==> src/sv/sbsc_pkg.sv <==
// ----------------------------------------------------------------------------
// sbsc_pkg
// Shared types, codes and symbol tables for the six-bit symbol codec.
// ----------------------------------------------------------------------------
package sbsc_pkg;

  localparam logic DIR_PACK   = 1'b0;
  localparam logic DIR_UNPACK = 1'b1;

  localparam int MaxResults = 4;

  typedef struct packed {
    logic [7:0] out_byte;
    logic       has_data;
    logic       out_last;
    logic       bad_symbol;
  } result_t;

  typedef struct packed {
    result_t [MaxResults-1:0] entry;
    logic [2:0]               count;
  } batch_t;

  // {unmapped, code}
  function automatic logic [6:0] symbol_code(input logic [7:0] c);
    logic [6:0] r;
    r = {1'b1, 6'd0};
    if (c == 8'h2D) begin
      r = {1'b0, 6'd0};
    end else if (c >= 8'h41 && c <= 8'h5A) begin
      r = {1'b0, 6'(c - 8'h41 + 8'd1)};
    end else if (c >= 8'h61 && c <= 8'h7A) begin
      r = {1'b0, 6'(c - 8'h61 + 8'd27)};
    end else if (c >= 8'h30 && c <= 8'h39) begin
      r = {1'b0, 6'(c - 8'h30 + 8'd53)};
    end else if (c == 8'h5F) begin
      r = {1'b0, 6'h3F};
    end
    return r;
  endfunction

  function automatic logic [7:0] code_char(input logic [5:0] s);
    logic [7:0] c;
    if (s == 6'd0) begin
      c = 8'h2D;
    end else if (s <= 6'd26) begin
      c = 8'h41 + {2'b00, s} - 8'd1;
    end else if (s <= 6'd52) begin
      c = 8'h61 + {2'b00, s} - 8'd27;
    end else if (s <= 6'd62) begin
      c = 8'h30 + {2'b00, s} - 8'd53;
    end else begin
      c = 8'h5F;
    end
    return c;
  endfunction

endpackage

==> src/sv/sbsc_if.sv <==
// ----------------------------------------------------------------------------
// sbsc_in_if / sbsc_out_if
// Valid/ready channels carrying input characters and codec results.
// ----------------------------------------------------------------------------
interface sbsc_in_if;
  logic       valid;
  logic       ready;
  logic [7:0] in_byte;
  logic       in_last;

  modport source (output valid, output in_byte, output in_last, input ready);
  modport sink   (input valid, input in_byte, input in_last, output ready);
endinterface

interface sbsc_out_if;
  logic       valid;
  logic       ready;
  logic [7:0] out_byte;
  logic       has_data;
  logic       out_last;
  logic       bad_symbol;

  modport source (output valid, output out_byte, output has_data, output out_last,
                  output bad_symbol, input ready);
  modport sink   (input valid, input out_byte, input has_data, input out_last,
                  input bad_symbol, output ready);
endinterface

==> src/sv/six_bit_symbol_codec.sv <==
// ----------------------------------------------------------------------------
// six_bit_symbol_codec
// Packs identifier symbols into bytes and unpacks bytes into symbols.
// ----------------------------------------------------------------------------
// Usage:
//   rx carries one character (pack) or one byte (unpack) per item, with
//   in_last on the final item of a string. tx carries one result per item:
//   out_byte, has_data (0 only on an end marker), out_last and bad_symbol.
//   cfg_we/cfg_wdata set the direction (0 pack, 1 unpack) while idle; a
//   write drops any open group.
//   An item that closes a group loads a batch of up to four results; the
//   batch drains one result per cycle into the tx output register while
//   that register is empty or tx is ready, so the first result is on tx
//   only after it has moved from the batch into the output register.
//   rx is ready while the batch is empty or its last result is moving out,
//   so items that only extend a group go in every cycle. While a batch
//   drains rx waits, and the next item goes in as the batch's last result
//   moves out. Reset clears the open group, empties the batch and the
//   output register (tx valid low) and sets pack mode. A tx stall holds
//   the output register; the batch waits behind it and rx stalls while the
//   batch holds a result that cannot move.
// ----------------------------------------------------------------------------
module six_bit_symbol_codec (
  input  logic              clk,
  input  logic              rst,
  input  logic              cfg_we,
  input  logic              cfg_wdata,
  sbsc_in_if.sink           rx,
  sbsc_out_if.source        tx
);

  sbsc_pkg::batch_t                       batch;
  sbsc_pkg::result_t [sbsc_pkg::MaxResults-1:0] held;
  logic [2:0]                             remaining;
  logic [1:0]                             head;
  sbsc_pkg::result_t                      out_reg;
  logic                                   out_valid;
  logic                                   move;
  logic                                   accept;

  assign move     = (remaining != 3'd0) && (!out_valid || tx.ready);
  assign rx.ready = (remaining == 3'd0) || ((remaining == 3'd1) && move);
  assign accept   = rx.valid && rx.ready;

  sbsc_group u_group (
    .clk       (clk),
    .rst       (rst),
    .cfg_we    (cfg_we),
    .cfg_wdata (cfg_wdata),
    .accept    (accept),
    .in_byte   (rx.in_byte),
    .in_last   (rx.in_last),
    .batch     (batch)
  );

  always_ff @(posedge clk) begin
    if (rst) begin
      remaining <= '0;
      head      <= '0;
      out_valid <= 1'b0;
    end else begin
      if (accept) begin
        remaining <= batch.count;
        head      <= '0;
      end else if (move) begin
        remaining <= remaining - 3'd1;
        head      <= head + 2'd1;
      end
      if (move) begin
        out_valid <= 1'b1;
      end else if (tx.ready) begin
        out_valid <= 1'b0;
      end
    end
  end

  always_ff @(posedge clk) begin
    if (accept) begin
      held <= batch.entry;
    end
    if (move) begin
      out_reg <= held[head];
    end
  end

  assign tx.valid      = out_valid;
  assign tx.out_byte   = out_reg.out_byte;
  assign tx.has_data   = out_reg.has_data;
  assign tx.out_last   = out_reg.out_last;
  assign tx.bad_symbol = out_reg.bad_symbol;

  a_batch_load: assert property (@(posedge clk) disable iff (rst)
    accept |=> remaining == $past(batch.count))
    else $error("batch count not loaded on accept");

  a_move_fills: assert property (@(posedge clk) disable iff (rst)
    move |=> tx.valid)
    else $error("result moved but output not valid");

  a_marker_last: assert property (@(posedge clk) disable iff (rst)
    tx.valid && !tx.has_data |-> tx.out_last && tx.out_byte == 8'd0)
    else $error("end marker without out_last");

endmodule

==> src/sv/sbsc_group.sv <==
// ----------------------------------------------------------------------------
// sbsc_group
// Group accumulator: holds the open group and direction register, and
// computes the batch of results that the current item produces.
// ----------------------------------------------------------------------------
module sbsc_group (
  input  logic                  clk,
  input  logic                  rst,
  input  logic                  cfg_we,
  input  logic                  cfg_wdata,
  input  logic                  accept,
  input  logic [7:0]            in_byte,
  input  logic                  in_last,
  output sbsc_pkg::batch_t      batch
);

  logic        direction;
  logic [23:0] group_bits;
  logic [1:0]  group_count;
  logic        group_bad;

  logic [23:0] group_bits_next;
  logic [1:0]  group_count_next;
  logic        group_bad_next;

  logic [6:0]  sym;
  logic [23:0] bits_new;
  logic        bad_new;
  logic        flush;
  logic [2:0]  n;
  logic [5:0]  s [4];
  logic        drop;

  always_comb begin
    sym      = sbsc_pkg::symbol_code(in_byte);
    bits_new = group_bits;
    bad_new  = 1'b0;
    flush    = 1'b0;
    n        = 3'd0;
    drop     = 1'b0;
    batch    = '0;
    for (int j = 0; j < 4; j++) begin
      s[j] = bits_new[23-6*j -: 6];
    end

    if (direction == sbsc_pkg::DIR_PACK) begin
      bad_new = group_bad | sym[6];
      unique case (group_count)
        2'd0: bits_new = group_bits | {sym[5:0], 18'd0};
        2'd1: bits_new = group_bits | {6'd0, sym[5:0], 12'd0};
        2'd2: bits_new = group_bits | {12'd0, sym[5:0], 6'd0};
        2'd3: bits_new = group_bits | {18'd0, sym[5:0]};
      endcase
      flush = (group_count == 2'd3) || in_last;
      n     = (group_count == 2'd3) ? 3'd3 : {1'b0, group_count} + 3'd1;
      for (int j = 0; j < 3; j++) begin
        batch.entry[j].out_byte   = bits_new[23-8*j -: 8];
        batch.entry[j].has_data   = 1'b1;
        batch.entry[j].out_last   = in_last && (3'(j) + 3'd1 == n);
        batch.entry[j].bad_symbol = bad_new;
      end
    end else begin
      unique case (group_count)
        2'd0:    bits_new = group_bits | {in_byte, 16'd0};
        2'd1:    bits_new = group_bits | {8'd0, in_byte, 8'd0};
        default: bits_new = group_bits | {16'd0, in_byte};
      endcase
      for (int j = 0; j < 4; j++) begin
        s[j] = bits_new[23-6*j -: 6];
      end
      flush = (group_count == 2'd2) || in_last;
      unique case (group_count)
        2'd0: begin
          n    = 3'd1;
          drop = in_last && (s[0] == 6'd0);
        end
        2'd1: begin
          n    = 3'd2;
          drop = in_last && (s[1] == 6'd0);
        end
        default: begin
          n    = 3'd4;
          drop = in_last && (s[3] == 6'd0);
        end
      endcase
      if (drop) begin
        n = n - 3'd1;
      end
      if (n == 3'd0) begin
        n = 3'd1;
        batch.entry[0].out_byte   = 8'd0;
        batch.entry[0].has_data   = 1'b0;
        batch.entry[0].out_last   = 1'b1;
        batch.entry[0].bad_symbol = 1'b0;
      end else begin
        for (int j = 0; j < 4; j++) begin
          batch.entry[j].out_byte   = sbsc_pkg::code_char(s[j]);
          batch.entry[j].has_data   = 1'b1;
          batch.entry[j].out_last   = in_last && (3'(j) + 3'd1 == n);
          batch.entry[j].bad_symbol = 1'b0;
        end
      end
    end

    batch.count = flush ? n : 3'd0;
  end

  always_comb begin
    group_bits_next  = group_bits;
    group_count_next = group_count;
    group_bad_next   = group_bad;
    if (cfg_we) begin
      group_bits_next  = '0;
      group_count_next = '0;
      group_bad_next   = 1'b0;
    end else if (accept) begin
      if (flush) begin
        group_bits_next  = '0;
        group_count_next = '0;
        group_bad_next   = 1'b0;
      end else begin
        group_bits_next  = bits_new;
        group_count_next = group_count + 2'd1;
        group_bad_next   = bad_new;
      end
    end
  end

  always_ff @(posedge clk) begin
    if (rst) begin
      direction   <= sbsc_pkg::DIR_PACK;
      group_bits  <= '0;
      group_count <= '0;
      group_bad   <= 1'b0;
    end else begin
      if (cfg_we) begin
        direction <= cfg_wdata;
      end
      group_bits  <= group_bits_next;
      group_count <= group_count_next;
      group_bad   <= group_bad_next;
    end
  end

endmodule

==> src/flat_wrapper.sv <==
// flat-port wrapper written by rule: the top's interface ports become plain ports
module six_bit_symbol_codec_flat 
  (clk, rst, cfg_we, cfg_wdata, rx_valid, rx_in_byte, rx_in_last, rx_ready, tx_valid, tx_out_byte, tx_has_data, tx_out_last, tx_bad_symbol, tx_ready);
  sbsc_in_if rx_i ();
  sbsc_out_if tx_i ();
  input  logic clk;
  input  logic rst;
  input  logic cfg_we;
  input  logic cfg_wdata;
  input wire logic [$bits(rx_i.valid)-1:0] rx_valid;
  input wire logic [$bits(rx_i.in_byte)-1:0] rx_in_byte;
  input wire logic [$bits(rx_i.in_last)-1:0] rx_in_last;
  output wire logic [$bits(rx_i.ready)-1:0] rx_ready;
  output wire logic [$bits(tx_i.valid)-1:0] tx_valid;
  output wire logic [$bits(tx_i.out_byte)-1:0] tx_out_byte;
  output wire logic [$bits(tx_i.has_data)-1:0] tx_has_data;
  output wire logic [$bits(tx_i.out_last)-1:0] tx_out_last;
  output wire logic [$bits(tx_i.bad_symbol)-1:0] tx_bad_symbol;
  input wire logic [$bits(tx_i.ready)-1:0] tx_ready;
  assign rx_i.valid = rx_valid;
  assign rx_i.in_byte = rx_in_byte;
  assign rx_i.in_last = rx_in_last;
  assign rx_ready = rx_i.ready;
  assign tx_valid = tx_i.valid;
  assign tx_out_byte = tx_i.out_byte;
  assign tx_has_data = tx_i.has_data;
  assign tx_out_last = tx_i.out_last;
  assign tx_bad_symbol = tx_i.bad_symbol;
  assign tx_i.ready = tx_ready;
  six_bit_symbol_codec u_core (.clk(clk), .rst(rst), .cfg_we(cfg_we), .cfg_wdata(cfg_wdata), .rx(rx_i), .tx(tx_i));
endmodule
==> config.mk <==
export PLATFORM = sky130hd
export DESIGN_NAME = six_bit_symbol_codec_flat
export DESIGN_NICKNAME = d
export VERILOG_FILES = /design/src/sv/sbsc_pkg.sv /design/src/sv/sbsc_if.sv /design/src/sv/six_bit_symbol_codec.sv /design/src/sv/sbsc_group.sv /design/src/flat_wrapper.sv
export SDC_FILE = /design/constraint.sdc
export NUM_CORES = 1
export LEC_CHECK = 0
export BUFFER_PORTS_ARGS = -buffer_cell sky130_fd_sc_hd__buf_4
export CAP_MARGIN = 10
export CORE_ASPECT_RATIO = 0.8
export CORE_MARGIN = 1
export CORE_UTILIZATION = 45
export CTS_CLUSTER_DIAMETER = 80
export CTS_CLUSTER_SIZE = 25
export DETAILED_ROUTE_END_ITERATION = 6
export GPL_ROUTABILITY_DRIVEN = 0
export PLACE_DENSITY = 0.64
export SETUP_SLACK_MARGIN = 0.02
export SYNTH_ARGS = -nofsm -noshare
export SYNTH_HDL_FRONTEND = slang
export SYNTH_SLANG_ARGS = --single-unit
==> constraint.sdc <==
create_clock -name clk -period 4.5 [get_ports clk]
set_input_delay 0.675 -clock clk [delete_from_list [all_inputs] [get_ports clk]]
set_output_delay 0.675 -clock clk [all_outputs]
set_load 0.01 [all_outputs]
# [Yosys cells after proc, flatten, opt, wreduce, memory -nomap -nowiden]
# Cells that the tools add are included.
[word_totals] mem_count=0 input_bits=15 ramBits=0 output_inout_bits=13 regBits=89 latch_bits=0 rom_bits=0
[classes] n_mul=0 order_cmp=19 shifts=0 addsub=35 reduce_logical=35 n_eq_ne=13 div=0 bitwise_logic=9 n_mux=49
[ops] op="8-bit two-way mux" n=15
[ops] op="24-bit one-hot mux with 4 select lines" n=1
[ops] op="24-bit two-way mux" n=3
[ops] op="7-bit by 6-bit adder with 8-bit output (first input constant)" n=8
[ops] op="6-bit less-or-equal comparator (second input constant)" n=8
[ops] op="24-bit OR" n=2
[ops] op="24-bit one-hot mux with 2 select lines" n=1
[ops] op="7-bit two-way mux" n=5
[ops] op="33-bit two-way mux" n=1
[ops] op="7-bit by 6-bit subtractor with 8-bit output (second input constant)" n=4
[ops] op="8-bit by 1-bit subtractor with 8-bit output (second input constant)" n=4
[ops] op="8-bit by 5-bit subtractor with 8-bit output (second input constant)" n=4
[ops] op="6-bit by 6-bit adder with 7-bit output (first input constant)" n=4
[ops] op="3-bit two-way mux" n=9
[ops] op="25-bit two-way mux" n=1
[ops] op="6-bit by 5-bit less-or-equal comparator with 1-bit output (second input constant)" n=4
[ops] op="6-bit logical NOT" n=4
[ops] op="24-bit by 12-bit OR with 24-bit output" n=1
[ops] op="24-bit by 16-bit OR with 24-bit output" n=1
[ops] op="24-bit by 18-bit OR with 24-bit output" n=1
[ops] op="24-bit by 6-bit OR with 24-bit output" n=1
[ops] op="24-bit by 8-bit OR with 24-bit output" n=1
[ops] op="11-bit binary-select mux with 2-bit select" n=1
[ops] op="11-bit two-way mux" n=2
[ops] op="37 further kinds" n=74

# [Logic depth before layout (Yosys ltp)]
# Gate-level depths: netlist of the first run.
[logic_depth] ltp_word=14 depth_mapped=16 mapped_depth_nobuf=14

# [By module]
# Synthesis of the first run repeated with hierarchy kept, for this count alone.
[unflattened] hier_cells=732 area_unflattened_um2=6601.3
[modules_own_cells] module="sbsc_group" area_per_inst_um2=4309.1 cells_each=624 n_inst=1
[modules_own_cells] module="six_bit_symbol_codec" area_per_inst_um2=2292.2 cells_each=108 n_inst=1

# [Worst setup path after synthesis of the first run]
# OpenSTA, ideal clock, no wires.
[synth_timing] path_type="register -> register" from="register u_core.u_group.group_count[0]" to="register u_core.held[3] (netlist name), data pin" path_stages_with_launch=14 path_slack_ps=1139 t_arrival_ps=3095 required_time_ps=4235 path_buffers=2 synth_period_minus_slack_ps=3361 cell_sequence="dfxtp_1 > inv_1 > ha_1 > or3b_1 > buf_2 > a22oi_1 > ha_1 > nand3_1 > nor3_1 > o311ai_1 > a22oi_2 > a21o_2 > buf_2 > o211ai_1"
[synth_lines] item="start: declaration" line_no="sbsc_group.sv:19" rtl="logic [1:0] group_count;"
[synth_lines] item="start signal: assignment" line_no="sbsc_group.sv:140" rtl="group_count <= group_count_next;"
[synth_lines] item="end signal: assignment" line_no="six_bit_symbol_codec.sv:79" rtl="held <= batch.entry;"
[synth_lines] item="end: declaration" line_no="six_bit_symbol_codec.sv:33" rtl="sbsc_pkg::result_t [sbsc_pkg::MaxResults-1:0] held;"

==> results of run 1 <==
[cell type report]
cell class / instances / area share
multi-input combinational: 574 / 0.552
sequential: 84 / 0.308
timing repair buffer: 43 / 0.0456
clock buffer: 9 / 0.0318
tap: 180 / 0.0318
inverter: 36 / 0.0191
clock inverter: 7 / 0.0115
[logic make-up after synthesis]
| kind of cell | count (synthesis) | synth area share |
|---|---|---|
| AO/OA/AOI/OAI | 293 | 0.308 |
| AND/OR/NAND/NOR | 218 | 0.168 |
| flip-flops | 84 | 0.340 |
| buffers and inverters | 78 | 0.0539 |
| adder cells (fa/ha/maj) | 41 | 0.0798 |
| multiplexers | 15 | 0.0415 |
| XOR/XNOR | 6 | 0.00818 |
| other | 1 | 0.000584 |
[routing by layer]
layer,track usage,up-vias,share of wire
met5,0,-,0
met4,0.0947,0,0.023
met3,0.0762,45,0.12
met2,0.428,380,0.42
met1,0.413,2991,0.44
li1,-,2818,-
[cells in the mapped netlist (4+ instances only)]
cell type and n:
and2_1 5, o221ai_1 6, o31ai_1 9, buf_6 4, mux4_2 9, nor2_1 61
nand3_1 16, dfxtp_1 34, buf_1 5, nand2b_1 6, nand4_1 5, o22ai_1 5
a221oi_1 8, inv_1 33, o21ai_1 10, ha_1 41, o21ai_0 46, o211ai_1 8
a21oi_1 84, or3_1 7, clkbuf_1 18, a22oi_1 17, a32oi_1 7, a211oi_1 4
a31o_2 5, a31oi_1 8, nor3_1 15, o21a_1 8, xnor2_1 4, nor2b_1 8
a21o_1 15, edfxtp_1 50, or2_2 11, nand2_1 61, buf_2 13, nor3b_1 4
[state kept, by name (all words and copies together) (netlist names), 2 cells and up]
register and count:
u_core.u_group.group_bits 24, u_core.head 2, u_core.remaining 3, u_core.tx.out_byte 8, u_core.u_group.group_count 2, u_core.held 39
[worst max-delay path: stages, from the launching register on]
cell     delay (ns)
dfxtp_1        0.34
inv_1          0.13
ha_1           0.48
buf_4          0.32
nor3b_2        0.09
buf_4          0.19
or2_2          0.36
inv_1          0.16
ha_1           0.22
inv_1          0.05
o311a_1        0.43
nor2b_1        0.26
a221o_1        0.43
o32ai_1        0.49
[worst max path at each step]
stage	slack, ns	from	endpoint	cells after the start
after floorplan	1.14	u_core.u_group.group_count[0]$_SDFFE_PP0P_	u_core.held[3]$_DFFE_PP_	13
after global routing	0.09	u_core.u_group.group_count[1]$_SDFFE_PP0P_	u_core.held[15]$_DFFE_PP_	13
after global placement	0.51	u_core.u_group.group_count[1]$_SDFFE_PP0P_	u_core.held[15]$_DFFE_PP_	13
after detailed placement	0.38	u_core.u_group.group_count[1]$_SDFFE_PP0P_	u_core.held[15]$_DFFE_PP_	13
after CTS	0.37	u_core.u_group.group_count[1]$_SDFFE_PP0P_	u_core.held[15]$_DFFE_PP_	13
final	0.29	u_core.u_group.group_count[1]$_SDFFE_PP0P_	u_core.held[15]$_DFFE_PP_	13
[power by group]
| group | switching (mW) | total [mW] | internal [mW] |
|---|---|---|---|
| combinational | 0.546 | 0.880 | 0.335 |
| sequential | 0.0941 | 1.16 | 1.06 |
| clock | 0.349 | 0.790 | 0.441 |
[layout by cell type (no fill, tap or decap), types with 16 or more instances in the layout]
cell type and count:
a21oi_1 82, a22oi_1 17, buf_4 43, dfxtp_1 34, edfxtp_1 50, ha_1 41, inv_1 32, nand2_1 61
nand3_1 16, nor2_1 61, o21ai_0 46
==> impl_metrics.yaml, run 1 <==
synth:
  synth_edf_count: 50
  synth.top_cell.area_share: 0.234
  async_reset_ff_frac: 0
  synth_area_sq_um: 6420
  avgSynthCellArea_sq_um: 8.73
  synth_top_flop_cell: "edfxtp_1"
  postSynthCellCount: 736
  syn_nets: 792
  ys_seq_area_frac: 0.340
  synth-seq-cells: 84
  synth_warnings: 0
  yosysTopAreaCell: "edfxtp_1"
  synth_cell_type_count: 89
  yosys-top-cells-area: "edfxtp_1, dfxtp_1, ha_1"
global_route:
  antenna_found_initial: 1
  grt_usage: 0.292
  grt_pass1_vias: 5748
  grt_pass1_wl_um: 32400
  grt_overflow_total: 0
  grt_max_degree: 49
timing:
  final.setup.tns_ns: 0
  clock_skew_ns: 0.00864
  worst_pin_slew_ns: 1.03
  period_share: 0.936
  finalHoldViolCount: 0
  grt_setup_unrepaired: "false"
  finalWorstSetupSlack_ns: 0.286
  slew_violations: 0
  fmax_mhz: 237
  holdWs_ns: 0.492
  setup_violations: 0
  period_minus_slack_ns: 4.21
  max-slew-margin-rel: 0.316
critical_path:
  r2r_setup_slack_ns: 0.29
  cp.arrival_ns: 4.29
  r2r_cells: 13
  worstSetupStartpointType: "flop"
  rr_startpoint: "u_core.u_group.group_count[1]$_SDFFE_PP0P_"
  critPathCaptureType: "flop"
  r2r_end: "u_core.held[15]$_DFFE_PP_"
  worstPathMaxFanout: 18
  required_ns: 4.58
  crit_type: "flop to flop"
placed_design:
  dp_cells: 917
  dpl.hpwl_um: 15200
  placed_area_sq_um: 6770
  port_buffers: 27
  post-place-ws_ns: 0.384
routing:
  dr_total_vias: 6234
  drc: 0
  wl_per_cell_um: 22.3
  ant_nets: 0
  drt_pass1_iterations: 5
  drt_iter0_drc: 726
  vias_per_cell: 6.68
  wl_um: 20800
die:
  dieWidth_um: 136
  ioPinCount: 28
  core_sq_um: 13700
  die_y_um: 109
  die_area_sq_um: 14800
  initial_core_util: 0.468
  rows: 38
status:
  status: "complete, no violations"
clock_network:
  clockRootBuffer: "clkbuf_16"
  cts_tree: "done"
  h-tree-depth: 3
  post_cts_buffers: 0
  clock_latency_ns: 0.35
  cts_buffers: 9
  hold_buffers: 0
  cts_num_sinks: 84
  cts_buffer_depth: 2
  cts_resized: 0
  path_clk_slew_ns: 0.07
power:
  power_density_nw_per_um2: 400
  leakage_nw: 2.60
  ir_drop_uv: 210
  finalPower_mw: 2.83
worst_hold_path:
  hold_depth: 2
  hp-start: "u_core.u_group.group_bits[23]$_SDFFE_PP0P_"
  worstHoldPathType: "flop to flop"
  hold-path-endpoint: "u_core.u_group.group_bits[23]$_SDFFE_PP0P_"
finish:
  multiInputGateArea_sq_um: 3900
  n_antenna_cell: 0
  fillers: 1248
  nNetsFinal: 804
  fin_area_sq_um: 7080
  fin_cells: 933
  final_core_util: 0.515
  area_growth_pct: 10.1
  drive_above_1_share: 0.142
  ff_latch_area_sq_um: 2180
run:
  maxCapViolations: 0
No activity file was read; power rests on OpenSTA's default activity.
==> run 2: changes to the inputs <==
--- a/config.mk
+++ b/config.mk
@@ -9,12 +9,12 @@
 export CAP_MARGIN = 10
 export CORE_ASPECT_RATIO = 0.8
 export CORE_MARGIN = 1
-export CORE_UTILIZATION = 45
+export CORE_UTILIZATION = 30
 export CTS_CLUSTER_DIAMETER = 80
 export CTS_CLUSTER_SIZE = 25
 export DETAILED_ROUTE_END_ITERATION = 6
 export GPL_ROUTABILITY_DRIVEN = 0
-export PLACE_DENSITY = 0.64
+export PLACE_DENSITY = 0.49
 export SETUP_SLACK_MARGIN = 0.02
 export SYNTH_ARGS = -nofsm -noshare
 export SYNTH_HDL_FRONTEND = slang
==> constraint.sdc (replaced) <==
create_clock -name clk -period 3.7 [get_ports clk]
set_input_delay 0.555 -clock clk [delete_from_list [all_inputs] [get_ports clk]]
set_output_delay 0.555 -clock clk [all_outputs]
set_load 0.01 [all_outputs]
==> run 2 against run 1 <==
Net effect: the run now ends with design-rule violations left; non-clock buffer count is 36 higher; cell area is 5.6% higher; maximum frequency up 19%; total power increased by 22%; die area grew 49%; register-to-register slack got worse by 0.13 ns; first-iteration DRC count fell by 2.2%; sequential share of layout area fell by 1.6 points; critical path type unchanged; critical endpoint unchanged; highest routed layer unchanged.
==> impl_metrics.yaml, run 2 (same netlist as run 1, synthesis figures left out) <==
power:
  power_density_nw_per_um2: 463
  p_switching_mw: 1.24
  ir_drop_uv: 187
  p_sw_frac: 0.358
  p_seq_frac: 0.415
  leakage_nw: 2.77
  internal_power_mw: 2.22
  combPwrFrac: 0.342
  p_clk_frac: 0.243
die:
  ioPinCount: 28
  die_y_um: 133
  rows: 47
  initial_core_util: 0.309
  die_area_sq_um: 22000
  core_sq_um: 20800
  dieWidth_um: 166
clock_network:
  post_cts_buffers: 0
  cts_tree: "done"
  path_clk_slew_ns: 0.06
  h-tree-depth: 3
  cts_num_sinks: 84
  cts_buffers: 9
  hold_buffers: 0
  clockRootBuffer: "clkbuf_16"
  cts_buffer_depth: 2
  clock_latency_ns: 0.36
status:
  status: "complete, but fails checks"
  violations: "design-rule violations"
routing:
  routed.top_layer: "met4"
  vias_per_cell: 5.91
  routed-wl-met3_um: 1990
  drt_pass1_iterations: 7
  wl_met2_um: 9560
  drt-met1-wl_um: 10900
  wl_um: 23100
  drc: 8
  wl_per_cell_um: 21.9
  dr_total_vias: 6252
  drt_iter0_drc: 710
  ant_nets: 0
critical_path:
  worstPathMaxFanout: 8
  crit_type: "flop to flop"
  r2r_setup_slack_ns: 0.16
  r2r_cells: 12
  cp.arrival_ns: 3.70
  required_ns: 3.86
  rr_startpoint: "u_core.u_group.group_count[1]$_SDFFE_PP0P_"
  critPathCaptureType: "flop"
  r2r_end: "u_core.held[15]$_DFFE_PP_"
  worstSetupStartpointType: "flop"
placed_design:
  port_buffers: 27
  dpl.hpwl_um: 17700
  placed_area_sq_um: 7160
timing:
  setup_violations: 0
  holdWs_ns: 0.458
  slew_violations: 0
  grt_setup_unrepaired: "false"
  fmax_mhz: 282
  final.setup.tns_ns: 0
  finalHoldViolCount: 0
  period_minus_slack_ns: 3.54
  worst_pin_slew_ns: 0.737
  max-slew-margin-rel: 0.507
  clock_skew_ns: 0.0133
  period_share: 0.958
global_route:
  grt_usage: 0.213
  grt_max_degree: 42
  grt_pass1_wl_um: 35800
  antenna_found_initial: 1
  grt_pass1_vias: 5884
  grt_overflow_total: 0
finish:
  fillers: 2153
  nNetsFinal: 840
  layout_common_cells: "a21oi_1, buf_4, nor2_1, nand2_1, edfxtp_1"
  regMostFlops: "u_core.held"
  drive_above_1_share: 0.186
  multiInputGateArea_sq_um: 3940
  fin_area_sq_um: 7470
  largest_reg_flops: 39
  ff_latch_area_sq_um: 2180
  n_antenna_cell: 0
  layout_commonest_cell: "a21oi_1"
  area_growth_pct: 16.3
worst_hold_path:
  hold_depth: 2
  hold-path-endpoint: "u_core.remaining[2]$_SDFFE_PP0P_"
  worstHoldPathType: "input port to flop"
  hp-start: "rst"
run:
  maxCapViolations: 0
run 2: changes by cell type in the layout (fill, tap and decap cells not counted), moves of 2 or more:
cell | before | now
clkinv_4 | 1 | 3
inv_6 | 3 | 0
buf_4 | 43 | 78
clkinv_2 | 1 | 3
run 2: per-stage QoR:
stage / utilization / cells / total power, mW / setup slack, ns
after floorplan: - / 736 / 2.09 / 0.339
after global placement: 0.344 / 1042 / 2.61 / 0.154
after detailed placement: 0.344 / 1042 / 2.61 / -0.0211
after CTS: 0.357 / 1058 / 3.47 / 0.0610
after global routing: 0.359 / 1058 / 3.64 / 0.000734
final: 0.359 / 1058 / 3.46 / 0.157
run 2: worst max-delay path by stage:
stage,from,endpoint
2_1_floorplan,u_core.u_group.group_count[0]$_SDFFE_PP0P_,u_core.held[3]$_DFFE_PP_
3_3_place_gp,u_core.u_group.group_count[1]$_SDFFE_PP0P_,u_core.held[17]$_DFFE_PP_
3_5_place_dp,u_core.u_group.group_count[1]$_SDFFE_PP0P_,u_core.held[4]$_DFFE_PP_
4_1_cts,u_core.u_group.group_count[1]$_SDFFE_PP0P_,u_core.held[4]$_DFFE_PP_
5_1_grt,u_core.u_group.group_count[1]$_SDFFE_PP0P_,u_core.held[17]$_DFFE_PP_
6_report,u_core.u_group.group_count[1]$_SDFFE_PP0P_,u_core.held[15]$_DFFE_PP_
run 2: power by group through the flow:
stage | clock network, mW | logic (mW) | registers [mW]
6_report | 0.842 | 1.18 | 1.43
5_1_grt | 0.904 | 1.28 | 1.46
4_1_cts | 0.867 | 1.16 | 1.44
3_5_place_dp | 0 | 1.16 | 1.45
3_3_place_gp | 0 | 1.15 | 1.46
2_1_floorplan | 0 | 0.690 | 1.40
run 2: layer usage:
layer  track usage  vias to the layer above
met3        0.0494                       44
met4        0.0763                        0
met2         0.306                      281
met1         0.307                     3019
li1              -                     2908
met5             0                        -
run 2: layout make-up:
| class | instances | area share |
|---|---|---|
| Tap cell | 269 | 0.0450 |
| Clock buffer | 10 | 0.0306 |
| Inverter | 36 | 0.0186 |
| Sequential cell | 84 | 0.292 |
| Clock inverter | 6 | 0.00552 |
| Timing Repair Buffer | 79 | 0.0810 |
| Multi-Input combinational cell | 574 | 0.527 |
run 2: worst max-delay path, stage by stage, from the launching register on:
cell and delay (ns):
dfxtp_1 0.34, inv_1 0.17, ha_4 0.21, buf_4 0.16, or3b_1 0.39, a22oi_1 0.21
buf_4 0.20, inv_1 0.09, ha_1 0.24, a2111oi_0 0.48, nor2b_2 0.17, a221o_1 0.41
o32ai_1 0.27
run 2: repair_timing:
action	in CTS	in global routing
setup endpoints to repair	11	31
resized for setup	1	8
pin swaps	0	1
